### config.mk
export PLATFORM = sky130hd
export DESIGN_NAME = eu_dst_timestamp_adjust
export DESIGN_NICKNAME = d
export VERILOG_FILES = /design/src/rtl/core/edst_pkg.sv /design/src/rtl/core/edst_cal.sv /design/src/rtl/core/eu_dst_timestamp_adjust.sv
export SDC_FILE = /design/constraint.sdc
export NUM_CORES = 2
export LEC_CHECK = 0
export BUFFER_PORTS_ARGS = -buffer_cell sky130_fd_sc_hd__buf_2
export CORE_MARGIN = 2
export CORE_UTILIZATION = 55
export DETAILED_ROUTE_END_ITERATION = 8
export GPL_TIMING_DRIVEN = 0
export MAX_ROUTING_LAYER = met4
export PLACE_DENSITY = 0.72
export SYNTH_ARGS = -nofsm -noshare
export SYNTH_HDL_FRONTEND = slang
export SYNTH_SLANG_ARGS = --single-unit
### constraint.sdc
create_clock -name clk -period 10.3 [get_ports clk]
set_clock_uncertainty 0.15 [all_clocks]
set_input_delay 1.03 -clock clk [delete_from_list [all_inputs] [get_ports clk]]
set_output_delay 1.03 -clock clk [all_outputs]
set_load 0.03 [all_outputs]
### src/rtl/core/edst_pkg.sv
// Shared types, constants and the month-start table for the summer-time pipeline.
`default_nettype none

package edst_pkg;

  // Pipeline depth, from input register to output register
  localparam int unsigned NUM_STG = 7;

  // Field widths
  localparam int unsigned TS_W    = 32;
  localparam int unsigned ADJ_W   = 33;
  localparam int unsigned DAYS_W  = 16;
  localparam int unsigned SOD_W   = 17;
  localparam int unsigned DOE_W   = 18;
  localparam int unsigned YOE_W   = 9;
  localparam int unsigned DOY_W   = 9;
  localparam int unsigned MP_W    = 4;
  localparam int unsigned MDAY_W  = 5;
  localparam int unsigned WDAY_W  = 3;

  // Time constants
  localparam logic [SOD_W-1:0] SECS_PER_HOUR = 17'd3600;
  localparam logic [SOD_W-1:0] SECS_PER_DAY  = 17'd86400;
  localparam logic [ADJ_W-1:0] DST_SHIFT     = 33'd3600;
  localparam logic [MDAY_W:0]  LAST_WEEK_DAY = 6'd25;

  // Reciprocals for division by constants (multiply, then shift right)
  localparam logic [25:0] RCP_675  = 26'd50903317;  // x / 675, x < 2^25, shift 35
  localparam logic [16:0] RCP_7    = 17'd74899;     // x / 7, x < 2^16, shift 19
  localparam logic [16:0] RCP_365A = 17'd91930;     // x / 365, x < 2^16, shift 25
  localparam logic [18:0] RCP_365B = 19'd367720;    // x / 365, x < 2^18, shift 27
  localparam logic [9:0]  RCP_100  = 10'd656;       // x / 100, x < 2^9, shift 16
  localparam logic [11:0] RCP_153  = 12'd3427;      // x / 153, x < 2^11, shift 19

  // Calendar constants (era of 400 years counted from March 1)
  localparam logic [19:0] EPOCH_SHIFT = 20'd719468;
  localparam logic [19:0] ERA5_START  = 20'd730485;
  localparam logic [19:0] ERA4_START  = 20'd584388;
  localparam logic [DOE_W-1:0] CENT1  = 18'd36524;
  localparam logic [DOE_W-1:0] CENT2  = 18'd73048;
  localparam logic [DOE_W-1:0] CENT3  = 18'd109572;
  localparam logic [DOE_W-1:0] CENT4  = 18'd146096;

  // Month codes counted from March
  localparam logic [MP_W-1:0] MP_MARCH     = 4'd0;
  localparam logic [MP_W-1:0] MP_APRIL     = 4'd1;
  localparam logic [MP_W-1:0] MP_SEPTEMBER = 4'd6;
  localparam logic [MP_W-1:0] MP_OCTOBER   = 4'd7;

  localparam logic [WDAY_W-1:0] WD_SUNDAY  = 3'd0;

  // Per-stage advance enables for the calendar stages
  typedef struct packed {
    logic s5;
    logic s4;
    logic s3;
    logic s2;
    logic s1;
  } cal_en_t;

  // Day of year (from March 1) on which month code mp starts
  function automatic logic [DOY_W-1:0] month_start(input logic [MP_W-1:0] mp);
    logic [DOY_W-1:0] d;
    case (mp)
      4'd0:    d = 9'd0;
      4'd1:    d = 9'd31;
      4'd2:    d = 9'd61;
      4'd3:    d = 9'd92;
      4'd4:    d = 9'd122;
      4'd5:    d = 9'd153;
      4'd6:    d = 9'd184;
      4'd7:    d = 9'd214;
      4'd8:    d = 9'd245;
      4'd9:    d = 9'd275;
      4'd10:   d = 9'd306;
      4'd11:   d = 9'd337;
      default: d = 9'd0;
    endcase
    return d;
  endfunction

endpackage

`default_nettype wire

### src/rtl/core/edst_cal.sv
// Calendar stages: day number to weekday, day of year and month code.
`default_nettype none

module edst_cal (
  input  wire logic                         clk,
  input  wire edst_pkg::cal_en_t            en,
  input  wire logic [edst_pkg::DAYS_W-1:0]  days,
  output logic      [edst_pkg::MP_W-1:0]    mp,
  output logic      [edst_pkg::DOY_W-1:0]   doy,
  output logic      [edst_pkg::WDAY_W-1:0]  wday
);
  import edst_pkg::*;

  // Stage 1 registers
  logic [DAYS_W-1:0] wx1_r,  wx1_nxt;
  logic [12:0]       wq1_r,  wq1_nxt;
  logic [DOE_W-1:0]  doe1_r, doe1_nxt;
  // Stage 2 registers
  logic [DOE_W-1:0]  n2_r,   n2_nxt;
  logic [DOE_W-1:0]  doe2_r;
  logic [WDAY_W-1:0] wd2_r,  wd2_nxt;
  // Stage 3 registers
  logic [YOE_W-1:0]  yoe3_r, yoe3_nxt;
  logic [DOE_W-1:0]  doe3_r;
  logic [WDAY_W-1:0] wd3_r;
  // Stage 4 registers
  logic [DOY_W-1:0]  doy4_r, doy4_nxt;
  logic [WDAY_W-1:0] wd4_r;
  // Stage 5 registers
  logic [MP_W-1:0]   mp5_r,  mp5_nxt;
  logic [DOY_W-1:0]  doy5_r;
  logic [WDAY_W-1:0] wd5_r;

  logic [32:0]       wprod;
  logic [19:0]       z;
  logic [DAYS_W-1:0] wq7;
  logic [32:0]       aprod;
  logic [7:0]        a4y;
  logic [2:0]        bcent;
  logic [DOE_W-1:0]  cera;
  logic [36:0]       yprod;
  logic [18:0]       cprod;
  logic [DOE_W-1:0]  ybase;
  logic [11:0]       mv;
  logic [23:0]       mprod;

  // Stage 1: weekday quotient estimate, day of era
  always_comb begin
    wx1_nxt  = days + 16'd4;
    wprod    = {17'd0, wx1_nxt} * {16'd0, RCP_7};
    wq1_nxt  = wprod[31:19];
    z        = {4'd0, days} + EPOCH_SHIFT;
    doe1_nxt = (z >= ERA5_START) ? DOE_W'(z - ERA5_START) : DOE_W'(z - ERA4_START);
  end

  // Stage 2: weekday remainder, leap-day correction
  always_comb begin
    wq7     = {wq1_r, 3'd0} - {3'd0, wq1_r};
    wd2_nxt = WDAY_W'(wx1_r - wq7);
    aprod   = {17'd0, doe1_r[DOE_W-1:2]} * {16'd0, RCP_365A};
    a4y     = aprod[32:25];
    if (doe1_r >= CENT4) begin
      bcent = 3'd4;
    end else if (doe1_r >= CENT3) begin
      bcent = 3'd3;
    end else if (doe1_r >= CENT2) begin
      bcent = 3'd2;
    end else if (doe1_r >= CENT1) begin
      bcent = 3'd1;
    end else begin
      bcent = 3'd0;
    end
    cera   = (doe1_r == CENT4) ? 18'd1 : 18'd0;
    n2_nxt = doe1_r - {10'd0, a4y} + {15'd0, bcent} - cera;
  end

  // Stage 3: year of era
  always_comb begin
    yprod    = {19'd0, n2_r} * {18'd0, RCP_365B};
    yoe3_nxt = yprod[35:27];
  end

  // Stage 4: day of year
  always_comb begin
    cprod    = {10'd0, yoe3_r} * {9'd0, RCP_100};
    ybase    = ({9'd0, yoe3_r} * 18'd365) + {11'd0, yoe3_r[YOE_W-1:2]}
               - {15'd0, cprod[18:16]};
    doy4_nxt = DOY_W'(doe3_r - ybase);
  end

  // Stage 5: month code
  always_comb begin
    mv      = ({3'd0, doy4_r} * 12'd5) + 12'd2;
    mprod   = {12'd0, mv} * {12'd0, RCP_153};
    mp5_nxt = mprod[22:19];
  end

  // Advance each stage when its enable is high
  always_ff @(posedge clk) begin
    if (en.s1) begin
      wx1_r  <= wx1_nxt;
      wq1_r  <= wq1_nxt;
      doe1_r <= doe1_nxt;
    end
    if (en.s2) begin
      n2_r   <= n2_nxt;
      doe2_r <= doe1_r;
      wd2_r  <= wd2_nxt;
    end
    if (en.s3) begin
      yoe3_r <= yoe3_nxt;
      doe3_r <= doe2_r;
      wd3_r  <= wd2_r;
    end
    if (en.s4) begin
      doy4_r <= doy4_nxt;
      wd4_r  <= wd3_r;
    end
    if (en.s5) begin
      mp5_r  <= mp5_nxt;
      doy5_r <= doy4_r;
      wd5_r  <= wd4_r;
    end
  end

  assign mp   = mp5_r;
  assign doy  = doy5_r;
  assign wday = wd5_r;

endmodule

`default_nettype wire

### src/rtl/core/eu_dst_timestamp_adjust.sv
// Top level: European summer-time flag and one-hour shift of a Unix timestamp.
//
//   Channel  Ports                                 Direction  Content
//   in       in_valid, in_stall, in_timestamp      to block   UTC seconds, 32 bits
//   out      out_valid, out_stall, out_in_dst,     from block DST flag, shifted time
//            out_adjusted_time
//
// Seven register stages; one item is accepted every cycle unless in_stall is high.
// The reciprocal multipliers set the stage depth.
// Reset clears the stage valid bits only; data registers hold whatever they had.
// A stage advances when it is empty or the stage after it advances, so bubbles
// close up under an output stall; in_stall rises only when every stage is full.
`default_nettype none

module eu_dst_timestamp_adjust (
  input  wire logic                        clk,
  input  wire logic                        rst_n,
  input  wire logic                        in_valid,
  output logic                             in_stall,
  input  wire logic [edst_pkg::TS_W-1:0]   in_timestamp,
  output logic                             out_valid,
  input  wire logic                        out_stall,
  output logic                             out_in_dst,
  output logic      [edst_pkg::ADJ_W-1:0]  out_adjusted_time
);
  import edst_pkg::*;

  logic [NUM_STG-1:0] vld_r, vld_nxt;
  logic [NUM_STG-1:0] en;
  cal_en_t            cal_en;

  logic [TS_W-1:0]    ts_r [NUM_STG-1];
  logic [SOD_W-1:0]   sod_r [1:NUM_STG-2];
  logic [DAYS_W-1:0]  days0_r, days0_nxt;
  logic [SOD_W-1:0]   sod1_nxt;
  logic               dst_r, dst_nxt;
  logic [ADJ_W-1:0]   adj_r, adj_nxt;

  logic [50:0]        dprod;
  logic [32:0]        sprod;
  logic [MP_W-1:0]    mp;
  logic [DOY_W-1:0]   doy;
  logic [WDAY_W-1:0]  wday;
  logic [DOY_W-1:0]   mday_full;
  logic [MDAY_W:0]    last_from;
  logic               last_week;
  logic               early_hour;

  // Stage enables: advance when empty or when the next stage advances
  always_comb begin
    en[NUM_STG-1] = !vld_r[NUM_STG-1] || !out_stall;
    for (int i = NUM_STG-2; i >= 0; i--) begin
      en[i] = !vld_r[i] || en[i+1];
    end
    cal_en = '{s5: en[5], s4: en[4], s3: en[3], s2: en[2], s1: en[1]};
  end

  assign in_stall = !en[0];

  // Valid bits travel with the data
  always_comb begin
    vld_nxt[0] = en[0] ? in_valid : vld_r[0];
    for (int i = 1; i < NUM_STG; i++) begin
      vld_nxt[i] = en[i] ? vld_r[i-1] : vld_r[i];
    end
  end

  always_ff @(posedge clk) begin
    if (!rst_n) begin
      vld_r <= '0;
    end else begin
      vld_r <= vld_nxt;
    end
  end

  // Stage 0: day number, t / 86400 as (t >> 7) / 675
  always_comb begin
    dprod     = {26'd0, in_timestamp[TS_W-1:7]} * {25'd0, RCP_675};
    days0_nxt = dprod[50:35];
  end

  // Stage 1: second of day
  always_comb begin
    sprod    = {17'd0, days0_r} * {16'd0, SECS_PER_DAY};
    sod1_nxt = SOD_W'(ts_r[0] - sprod[TS_W-1:0]);
  end

  // Timestamp and second-of-day carry
  always_ff @(posedge clk) begin
    if (en[0]) begin
      ts_r[0] <= in_timestamp;
      days0_r <= days0_nxt;
    end
    if (en[1]) begin
      ts_r[1]  <= ts_r[0];
      sod_r[1] <= sod1_nxt;
    end
    for (int i = 2; i < NUM_STG-1; i++) begin
      if (en[i]) begin
        ts_r[i]  <= ts_r[i-1];
        sod_r[i] <= sod_r[i-1];
      end
    end
  end

  edst_cal u_cal (
    .clk  (clk),
    .en   (cal_en),
    .days (days0_r),
    .mp   (mp),
    .doy  (doy),
    .wday (wday)
  );

  // Stage 6: apply the summer-time rule
  always_comb begin
    mday_full  = doy - month_start(mp) + 9'd1;
    last_from  = LAST_WEEK_DAY + {3'd0, wday};
    last_week  = {1'b0, mday_full[MDAY_W-1:0]} >= last_from;
    early_hour = sod_r[NUM_STG-2] < SECS_PER_HOUR;
    if (ts_r[NUM_STG-2] == '0) begin
      dst_nxt = 1'b0;
    end else if (mp inside {[MP_APRIL:MP_SEPTEMBER]}) begin
      dst_nxt = 1'b1;
    end else if (mp == MP_MARCH) begin
      dst_nxt = last_week && !((wday == WD_SUNDAY) && early_hour);
    end else if (mp == MP_OCTOBER) begin
      dst_nxt = !last_week || ((wday == WD_SUNDAY) && early_hour);
    end else begin
      dst_nxt = 1'b0;
    end
    adj_nxt = {1'b0, ts_r[NUM_STG-2]} + (dst_nxt ? DST_SHIFT : '0);
  end

  always_ff @(posedge clk) begin
    if (en[NUM_STG-1]) begin
      dst_r <= dst_nxt;
      adj_r <= adj_nxt;
    end
  end

  assign out_valid         = vld_r[NUM_STG-1];
  assign out_in_dst        = dst_r;
  assign out_adjusted_time = adj_r;

  // Input stalls only when every stage is full and the output is held
  a_stall_full: assert property (@(posedge clk) disable iff (!rst_n)
    in_stall |-> (&vld_r) && out_stall)
    else $error("input stalled with room in the pipeline");

  // A held result is not dropped
  a_hold_out: assert property (@(posedge clk) disable iff (!rst_n)
    out_valid && out_stall |=> out_valid && $stable(out_adjusted_time))
    else $error("held result lost or changed");

  // Shifted time carries the hour; unshifted time stays in 32 bits
  a_shift_hour: assert property (@(posedge clk) disable iff (!rst_n)
    out_valid && out_in_dst |-> out_adjusted_time >= DST_SHIFT)
    else $error("summer time without the hour shift");

  a_no_shift: assert property (@(posedge clk) disable iff (!rst_n)
    out_valid && !out_in_dst |-> !out_adjusted_time[ADJ_W-1])
    else $error("winter time result overflows");

endmodule

`default_nettype wire
==> impl_metrics.yaml <==
critical_path:
  crit_path_frequent_cell: "fa_1"
  path_max_fanout: 13
  worstSetupPathType: "reg2reg"
  cp.arrival_ns: 9.58
  slowest_stage: "edfxtp_1"
  startpoint_type: "register"
  slowest_delay_ns: 0.82
  cp-end-kind: "register"
  worstPathRequired_ns: 10.43
global_routing:
  grt-ovfl-total: 0
  grt.total_usage_pct: 22.14
  antenna_found_initial: 1
  grt_max_degree: 48
  grt_first_pass_wirelength_mm: 138.3
  grt_pass1_vias: 26870
clocking:
  clock_path_buffers: 3
  cts_setup_buffers: 0
  clock-root-buffer: "clkbuf_16"
  clk_pin_slew_ns: 0.06
  cts_sinks: 403
  clk_latency_ns: 0.56
  hold_buffers: 0
  cts_resized: 0
  htreeDepth: 2
  cts_buffers: 42
  cts_tree: "yes"
synthesis:
  ys_async_sr_fraction_pct: 0
  avgSynthCellArea_um2: 11.93
  synth_top_area_share_pct: 27.43
  ys_top_cells_by_area: "edfxtp_1 27%, ha_1 27%, fa_1 23%, inv_1 7.4%, xnor2_1 2.9%"
  yosys_warnings: 0
  synth_edf_count: 391
  ys_seq_area_share_pct: 27.99
  ys.flop_type: "edfxtp_1"
  synth_area_leader_cell: "edfxtp_1"
  syn_inst: 3589
  ys_ff_latch: 403
  synth_area_um2: 42810
  synth_nets: 5043
  ys_types: 87
detailed_routing:
  wl_per_cell_um: 17.01
  drc: 0
  drtIter0Drc: 1074
  routed_wl_mm: 81.34
  detail-route-antenna-nets: 0
  via_count: 25040
  drt-pass1-iter-count: 5
  via_per_inst: 5.236
layout:
  antenna_cells: 0
  postLayoutCellArea_um2: 46060
  final_nets: 5165
  synthToLayoutAreaGrowth_pct: 7.584
  final_cells: 4782
  layout-drive-gt1-share_pct: 5.318
placed_design:
  placed_cell_area_um2: 44610
  port_buffers: 71
  hpwl_mm: 66.34
  routabilityCongestion: 0.9608
  placed_cells: 4706
timing:
  finalHoldViolations: 0
  maxSlewViolCount: 0
  finalSetupViolCount: 0
  final.setup.tns_ns: 0
  period_share_pct: 91.72
  slew_headroom_pct: 45.96
  fmax_ghz: 0.1058
  period_minus_slack_ns: 9.448
  worst_pin_slew_ns: 0.8077
  rsz0062_at_grt: "false"
floorplanning:
  core_area_um2: 77210
  die_h_um: 283.0
  start_util_pct: 55.44
  dieArea_um2: 80080
  ioPinCount: 72
  fp-row-count: 102
  fp.dieW_um: 283.0
run_status:
  status: "finished, final reports clean"
run:
  maxCapViolations: 0
worst_hold_path:
  hold_path_class: "reg2reg"
[cells in the mapped netlist, types with 22 or more instances]
| master | number |
|---|---|
| a21o_1 | 58 |
| a21oi_1 | 95 |
| edfxtp_1 | 391 |
| fa_1 | 493 |
| ha_1 | 925 |
| inv_1 | 839 |
| nand2_1 | 81 |
| nand3_1 | 32 |
| nand4_1 | 27 |
| nor2_1 | 72 |
| nor2b_1 | 22 |
| nor3_1 | 30 |
| o21ai_0 | 45 |
| xnor2_1 | 143 |
| xor2_1 | 43 |
[placed cells by master, fill, tap and decap left out, types with 45 or more instances in the layout]
cell      count
a21o_1       58
a21oi_1      95
buf_2        72
edfxtp_1    391
fa_1        493
ha_1        925
inv_1       837
nand2_1      77
nor2_1       72
o21ai_0      45
xnor2_1     143
[metrics by stage]
| step | setup slack [ns] | util, % | hold slack (ns) |
|---|---|---|---|
| floorplan | 2.062 | - | 0.2503 |
| global placement | 0.8581 | 57.59 | 0.2504 |
| detailed placement | 0.8738 | 57.77 | 0.2545 |
| CTS | 0.8220 | 59.64 | 0.2606 |
| global route | 0.3138 | 59.65 | 0.2701 |
| finish | 0.8525 | 59.65 | 0.2584 |
[worst paths after layout]
path	from	endpoint	slack, ns	cells past startpoint
min	sod_r[0][28]	sod_r[0][45]	0.26	0
min reg2reg	sod_r[0][28]	sod_r[0][45]	0.26	0
max reg2reg	u_cal.doe1_r[7]	u_cal.n2_r[16]	0.85	33
max	u_cal.doe1_r[7]	u_cal.n2_r[16]	0.85	33
[sequential cells by signal, summed over array words and instances, names as in the netlist, 16 cells and up, named ones only]
signal             cells
days0_r               16
out_adjusted_time     33
sod_r                 71
ts_r                 171
u_cal.doe1_r          18
u_cal.n2_r            18
[metal layers]
metal,routed length (um),share of wire [%],track usage [%]
met5,0,0,-
met4,1840,2.3,5.386
met1,36370,45,28.97
met2,40720,50,37.41
met3,2411,3.0,1.981
[cell type report]
type | instances | area [um2]
Fill cell | 6146 | 31150
Multi-Input combinational cell | 2329 | 27590
Sequential cell | 403 | 11980
Inverter | 842 | 3162
Tap cell | 1040 | 1301
Clock buffer | 48 | 1095
Timing Repair Buffer | 78 | 488.0
Clock inverter | 27 | 345.3
Buffer | 15 | 95.09
[logic make-up after synthesis]
| group | count (synthesis) | share of synthesized area (%) |
|---|---|---|
| adder cells (fa/ha/maj) | 1418 | 50.09 |
| buffers and inverters | 857 | 7.605 |
| flip-flops | 403 | 27.99 |
| AO/OA/AOI/OAI | 356 | 5.813 |
| AND/OR/NAND/NOR | 350 | 4.194 |
| XOR/XNOR | 189 | 3.919 |
| multiplexers | 16 | 0.3916 |
[worst max-delay path: cells and delay by family, from the launching register on]
kind | cells | cell delay [ns]
xor+xnor | 2 | 0.34
simple gates | 2 | 0.31
compound gates | 12 | 2.38
fa+ha+maj | 10 | 4.51
flops | 1 | 0.82
buf+inv | 7 | 0.64
Power is not shown: default switching activity piles up to over one toggle a cycle in this logic, so the estimate is an artifact.
